**src/rtl/swtq_pkg.sv**
```systemverilog
// ----------------------------------------------------------------------------
// swtq_pkg
// Shared types, codes and constants of the sorted wakeup timer queue.
// ----------------------------------------------------------------------------
`default_nettype none

package swtq_pkg;

  localparam int WAKE_BITS          = 63;
  localparam int DUR_BITS           = 32;
  localparam int TID_PORT_BITS      = 8;
  localparam int MAX_REPORTS        = 16;
  localparam int REPORT_BITS        = $clog2(MAX_REPORTS);
  localparam int QUEUE_DEPTH_DEF    = 16;
  localparam int THREAD_ID_BITS_DEF = 8;

  localparam logic OP_TICK  = 1'b0;
  localparam logic OP_SLEEP = 1'b1;

  localparam logic [1:0] KIND_ACCEPTED = 2'd0;
  localparam logic [1:0] KIND_REFUSED  = 2'd1;
  localparam logic [1:0] KIND_WOKEN    = 2'd2;

  localparam logic [1:0] CMD_HOLD   = 2'd0;
  localparam logic [1:0] CMD_INSERT = 2'd1;
  localparam logic [1:0] CMD_POP    = 2'd2;

  typedef struct packed {
    logic [1:0]           op;
    logic [WAKE_BITS-1:0] key_wt;
  } cell_cmd_t;

endpackage

`default_nettype wire

```
**src/rtl/swtq_cell.sv**
```systemverilog
// ----------------------------------------------------------------------------
// swtq_cell
// One slot of the sorted queue: holds, takes the key, or shifts from a neighbor.
// ----------------------------------------------------------------------------
`default_nettype none

module swtq_cell
  import swtq_pkg::*;
#(
  parameter int TID_BITS = THREAD_ID_BITS_DEF
) (
  input  wire logic                 clk,
  input  wire logic                 rst,
  input  wire cell_cmd_t            cmd,
  input  wire logic [TID_BITS-1:0]  key_thr,
  input  wire logic                 left_valid,
  input  wire logic [WAKE_BITS-1:0] left_wt,
  input  wire logic [TID_BITS-1:0]  left_thr,
  input  wire logic                 left_le,
  input  wire logic                 right_valid,
  input  wire logic [WAKE_BITS-1:0] right_wt,
  input  wire logic [TID_BITS-1:0]  right_thr,
  output logic                      valid,
  output logic [WAKE_BITS-1:0]      wt,
  output logic [TID_BITS-1:0]       thr,
  output logic                      le
);

  // entry is held and due at or before the key
  assign le = valid && (wt <= cmd.key_wt);

  always_ff @(posedge clk) begin
    unique case (cmd.op)
      CMD_INSERT: begin
        if (!le) begin
          if (left_le) begin
            wt  <= cmd.key_wt;
            thr <= key_thr;
          end else begin
            wt  <= left_wt;
            thr <= left_thr;
          end
        end
      end
      CMD_POP: begin
        wt  <= right_wt;
        thr <= right_thr;
      end
      default: begin
      end
    endcase
  end

  always_ff @(posedge clk) begin
    if (rst) begin
      valid <= 1'b0;
    end else begin
      unique case (cmd.op)
        CMD_INSERT: begin
          if (!le) begin
            valid <= left_le ? 1'b1 : left_valid;
          end
        end
        CMD_POP: begin
          valid <= right_valid;
        end
        default: begin
        end
      endcase
    end
  end

endmodule

`default_nettype wire

```
**src/rtl/sorted_wakeup_timer_queue.sv**
```systemverilog
// ----------------------------------------------------------------------------
// sorted_wakeup_timer_queue
// Tick counter with a wake-time sorted sleep queue held in a chain of cells.
// ----------------------------------------------------------------------------
// Items are taken one at a time. A sleep request goes through accept,
// saturating add of tick count and duration, then one broadcast compare in
// which every cell decides to hold, take the new entry or shift right; its
// single result leaves in the last of these. A tick is accepted and advances
// the count, then while the output does not stall pops one woken entry per
// cycle from the head cell while the chain shifts left, at most sixteen; a
// tick with nothing due ends with no report. A stalled output holds insert
// and pop. Equal wake times keep arrival order; a full queue refuses the sleep.
// ----------------------------------------------------------------------------
`default_nettype none

module sorted_wakeup_timer_queue
  import swtq_pkg::*;
#(
  parameter int QUEUE_DEPTH    = QUEUE_DEPTH_DEF,
  parameter int THREAD_ID_BITS = THREAD_ID_BITS_DEF
) (
  input  wire logic                     clk,
  input  wire logic                     rst,
  input  wire logic                     in_valid,
  output logic                          in_stall,
  input  wire logic                     opcode,
  input  wire logic [TID_PORT_BITS-1:0] thread_id,
  input  wire logic [DUR_BITS-1:0]      sleep_duration,
  output logic                          out_valid,
  input  wire logic                     out_stall,
  output logic [1:0]                    kind,
  output logic [TID_PORT_BITS-1:0]      woken_thread,
  output logic [WAKE_BITS-1:0]          wake_time,
  output logic                          last
);

  localparam int TB = THREAD_ID_BITS;

  localparam logic [1:0] ST_IDLE = 2'd0;
  localparam logic [1:0] ST_ADD  = 2'd1;
  localparam logic [1:0] ST_INS  = 2'd2;
  localparam logic [1:0] ST_SCAN = 2'd3;

  logic [1:0]             state;
  logic [1:0]             state_next;
  logic [WAKE_BITS-1:0]   tick_count;
  logic [WAKE_BITS-1:0]   req_wt;
  logic [DUR_BITS-1:0]    req_dur;
  logic [TB-1:0]          req_thr;
  logic [REPORT_BITS-1:0] n_reports;

  logic [TB+TID_PORT_BITS-1:0] tid_in_ext;
  logic [TB+TID_PORT_BITS-1:0] tid_out_ext;
  logic [WAKE_BITS:0]          wt_sum;

  logic                 c_valid [QUEUE_DEPTH];
  logic [WAKE_BITS-1:0] c_wt    [QUEUE_DEPTH];
  logic [TB-1:0]        c_thr   [QUEUE_DEPTH];
  logic                 c_le    [QUEUE_DEPTH];

  cell_cmd_t cmd;
  logic      accept;
  logic      out_free;
  logic      emit;
  logic      emit_last;
  logic [1:0] emit_kind;
  logic [WAKE_BITS-1:0] emit_wt;
  logic [TB-1:0]        emit_thr;
  logic      full;

  assign in_stall   = (state != ST_IDLE);
  assign accept     = in_valid && !in_stall;
  assign out_free   = !out_valid || !out_stall;
  assign full       = c_valid[QUEUE_DEPTH-1];
  assign tid_in_ext = {{TB{1'b0}}, thread_id};
  assign wt_sum     = {1'b0, tick_count} + {{(WAKE_BITS + 1 - DUR_BITS){1'b0}}, req_dur};

  always_comb begin
    state_next = state;
    cmd.op     = CMD_HOLD;
    cmd.key_wt = (state == ST_SCAN) ? tick_count : req_wt;
    emit       = 1'b0;
    emit_last  = 1'b1;
    emit_kind  = KIND_ACCEPTED;
    emit_wt    = req_wt;
    emit_thr   = req_thr;
    unique case (state)
      ST_IDLE: begin
        if (accept) begin
          state_next = (opcode == OP_SLEEP) ? ST_ADD : ST_SCAN;
        end
      end
      ST_ADD: begin
        state_next = ST_INS;
      end
      ST_INS: begin
        if (out_free) begin
          emit       = 1'b1;
          emit_kind  = full ? KIND_REFUSED : KIND_ACCEPTED;
          cmd.op     = full ? CMD_HOLD : CMD_INSERT;
          state_next = ST_IDLE;
        end
      end
      ST_SCAN: begin
        if (!c_le[0]) begin
          state_next = ST_IDLE;
        end else if (out_free) begin
          emit      = 1'b1;
          emit_kind = KIND_WOKEN;
          emit_wt   = c_wt[0];
          emit_thr  = c_thr[0];
          emit_last = !c_le[1] || (n_reports == REPORT_BITS'(MAX_REPORTS - 1));
          cmd.op    = CMD_POP;
          if (emit_last) begin
            state_next = ST_IDLE;
          end
        end
      end
      default: begin
        state_next = ST_IDLE;
      end
    endcase
  end

  always_ff @(posedge clk) begin
    if (rst) begin
      state      <= ST_IDLE;
      tick_count <= '0;
      n_reports  <= '0;
      out_valid  <= 1'b0;
    end else begin
      state <= state_next;
      if (accept) begin
        n_reports <= '0;
        if (opcode == OP_TICK) begin
          tick_count <= tick_count + WAKE_BITS'(1);
        end
      end else if (emit && state == ST_SCAN) begin
        n_reports <= n_reports + REPORT_BITS'(1);
      end
      if (emit) begin
        out_valid <= 1'b1;
      end else if (!out_stall) begin
        out_valid <= 1'b0;
      end
    end
  end

  always_ff @(posedge clk) begin
    if (accept) begin
      req_dur <= sleep_duration;
      req_thr <= tid_in_ext[TB-1:0];
    end
    if (state == ST_ADD) begin
      req_wt <= wt_sum[WAKE_BITS] ? {WAKE_BITS{1'b1}} : wt_sum[WAKE_BITS-1:0];
    end
    if (emit) begin
      kind      <= emit_kind;
      wake_time <= emit_wt;
      last      <= emit_last;
      woken_thread <= tid_out_ext[TID_PORT_BITS-1:0];
    end
  end

  assign tid_out_ext = {{TID_PORT_BITS{1'b0}}, emit_thr};

  for (genvar i = 0; i < QUEUE_DEPTH; i++) begin : g_cell
    logic                 lv;
    logic [WAKE_BITS-1:0] lw;
    logic [TB-1:0]        lt;
    logic                 ll;
    logic                 rv;
    logic [WAKE_BITS-1:0] rw;
    logic [TB-1:0]        rt;

    if (i == 0) begin : g_first
      assign lv = 1'b0;
      assign lw = '0;
      assign lt = '0;
      assign ll = 1'b1;
    end else begin : g_mid_l
      assign lv = c_valid[i-1];
      assign lw = c_wt[i-1];
      assign lt = c_thr[i-1];
      assign ll = c_le[i-1];
    end

    if (i == QUEUE_DEPTH - 1) begin : g_last
      assign rv = 1'b0;
      assign rw = '0;
      assign rt = '0;
    end else begin : g_mid_r
      assign rv = c_valid[i+1];
      assign rw = c_wt[i+1];
      assign rt = c_thr[i+1];
    end

    swtq_cell #(
      .TID_BITS(TB)
    ) u_cell (
      .clk        (clk),
      .rst        (rst),
      .cmd        (cmd),
      .key_thr    (req_thr),
      .left_valid (lv),
      .left_wt    (lw),
      .left_thr   (lt),
      .left_le    (ll),
      .right_valid(rv),
      .right_wt   (rw),
      .right_thr  (rt),
      .valid      (c_valid[i]),
      .wt         (c_wt[i]),
      .thr        (c_thr[i]),
      .le         (c_le[i])
    );
  end

endmodule

`default_nettype wire

```
**config.mk**
```make
export PLATFORM = sky130hd
export DESIGN_NAME = sorted_wakeup_timer_queue
export DESIGN_NICKNAME = d
export VERILOG_FILES = /design/src/rtl/swtq_pkg.sv /design/src/rtl/swtq_cell.sv /design/src/rtl/sorted_wakeup_timer_queue.sv
export SDC_FILE = /design/constraint.sdc
export NUM_CORES = 2
export LEC_CHECK = 0
export BUFFER_PORTS_ARGS = -buffer_cell sky130_fd_sc_hd__buf_2
export CAP_MARGIN = 15
export CORE_MARGIN = 2
export CORE_UTILIZATION = 60
export CTS_CLUSTER_DIAMETER = 80
export DETAILED_ROUTE_END_ITERATION = 10
export PLACE_DENSITY = 0.76
export SLEW_MARGIN = 5
export SYNTH_ARGS = -nofsm -noshare
export SYNTH_HDL_FRONTEND = slang
export SYNTH_HIERARCHICAL = 1
export SYNTH_SLANG_ARGS = --single-unit
export TNS_END_PERCENT = 50
```
**constraint.sdc**
```tcl
create_clock -name clk -period 12.6 [get_ports clk]
set_input_delay 2.52 -clock clk [delete_from_list [all_inputs] [get_ports clk]]
set_output_delay 2.52 -clock clk [all_outputs]
set_load 0.02 [all_outputs]
```
==> reports/results.txt <==
worst setup path class -> reg -> reg
Initial DRC Count -> 7012
Warnings, synthesis -> 6
die height -> 406 um
Slew Limit Headroom -> 9.56%
total power per unit cell area -> 124 nW/um2
hpwl dp -> 198000 um
Slew Viols, Final -> 0
Core Footprint -> 161000 um2
CP endpoint kind -> flip-flop
worst min path class -> reg -> reg
DRT Pass-1 Iters -> 9
H-tree depth -> 4
die area -> 165000 um2
final worst path period need -> 8300 ps
Crit path required time -> 13320 ps
FF-to-FF setup slack -> 4300 ps
Congestion Overflow GR -> 0
vias in the first global route -> 73125
endpoints failing setup -> 0
DRT antenna net count -> 0
VDD IR max -> 132 uV
initial antenna violation count -> 4
final wirelength -> 262000 um
Synth Instances -> 10094
synthesized area -> 97100 um2
layout cells sized above 1 -> 7.21%
Final Hold Fails -> 0
Vias/cell -> 6.06
leakage -> 0.0409 uW
post-route setup TNS -> 0 ps
Tightest Pin Transition -> 1340 ps
post_cts resized -> 0
IO Pins -> 121
RSZ-0062 raised after global routing -> false
CTS tree -> done
CTS Sinks -> 1399
row cnt -> 147
WHS -> 503 ps
Clock Tree Root -> clkbuf_16
Final #Nets -> 11322
Setup Skew -> 35.7 ps
Area Growth Syn to Fin -> 9.09%
Worst Path Arrival -> 9020 ps
Post-CTS Setup Inserts -> 0
crit-path max FO -> 81
clk slew on worst S/H paths -> 60 ps
detailed-route via count -> 75956
total track usage -> 31.2%
Highest Clock Rate -> 0.120 GHz
startpoint class of the critical path -> flip-flop
largest net degree at the start of global routing -> 86
wire length per cell -> 20.9 um
Syn Area/Cell -> 9.62 um2
GPL Wtd Cong -> 0.950
status -> completed
max_cap viols -> 0
TritonCTS Buffers -> 160
DRC Markers -> 0
first-pass GRT wire length -> 409000 um
hold_buf cts -> 0
period utilization -> 65.9%
Port Buffers -> 120
clk buf depth -> 3
Die Wd -> 406 um
Initial Util -> 60.5%
clk_lat worst skew -> 820 ps
-- placed cells by master, fill, tap and decap left out, types with 42 or more instances in the layout --
master        n
xor2_1       52
conb_1      146
mux2_2       74
mux2i_1    1153
inv_1      1050
or4_1        48
dfxtp_1      86
nand2_1    1667
nor4_1       70
clkbuf_16   166
buf_2       120
a21oi_1     539
o21ai_0    1346
nand2b_1     42
nor3_1       43
nand3_1     153
xnor2_1      42
buf_4       155
nand4_1     267
ha_1       1042
nor2_1      166
a21o_1       58
edfxtp_1   1313
-- registers in the layout, indices dropped and copies added, names as in the netlist --
name and flops:
g_cell.u_cell/valid 16, woken_thread 8, req_wt 63, wake_time 63, req_thr 8, tick_count 63
req_dur 32, state 2, g_cell.u_cell/thr 128, last 1, kind 2, g_cell.u_cell/wt 1008
n_reports 4, out_valid 1
-- worst max-delay path, cell delays in order, from the launching register on --
cell and delay [ps]:
dfxtp_1 570, nand2_2 540, buf_4 480, mux2_2 790, inv_1 110, ha_1 350, nand4_1 150, nor4_1 860
nand4_1 340, a21boi_4 230, buf_4 490, nand3_2 170, clkinv_2 370, buf_4 750, nor2b_4 290, buf_4 450
buf_4 680, mux2i_1 180, o21a_1 140, a311oi_1 240
-- power breakdown --
group | internal [uW] | total [uW] | switching, uW
Clock | 2640 | 4570 | 1930
Combinational | 842 | 2330 | 1480
Sequential | 5810 | 6270 | 460
-- per-stage QoR --
step	instance area [um2]	worst slack (ps)	utilization, %	total power [uW]	instances
after floorplan	97600	4400	-	7780	10238
after global placement	101000	4570	62.7	8450	12228
after detailed placement	101000	4330	62.7	8610	12228
after CTS	106000	4350	65.9	13200	12519
after global routing	106000	3710	66.0	13700	12523
final	106000	4300	66.0	13200	12525
-- final cells by class --
type	count	area (um2)
diodes	2	5.00
clock buffers	211	4370
clock inverters	80	673
fillers	12445	54700
inverters	1051	3950
multi-input cells	7343	51200
flip-flops and latches	1399	41100
well taps	2160	2700
repair buffers	279	1870
-- metal layers --
layer	track usage (%)	vias up	wire, um
met5	0	-	13
met3	3.48	531	16300
met2	49.1	2903	117000
li1	-	36535	-
met4	15.3	2	13600
met1	43.0	35985	115000
-- worst paths after layout --
kind                             start                                  end  cells after the start
min          n_reports[1]$_SDFFE_PP0P_            n_reports[1]$_SDFFE_PP0P_                      2
min reg2reg  n_reports[1]$_SDFFE_PP0P_            n_reports[1]$_SDFFE_PP0P_                      2
max reg2reg      state[1]$_SDFFE_PP0P_  g_cell[1].u_cell/valid$_SDFFE_PP0P_                     19
max              state[1]$_SDFFE_PP0P_  g_cell[1].u_cell/valid$_SDFFE_PP0P_                     19
Power figures use the tool's default switching activity.
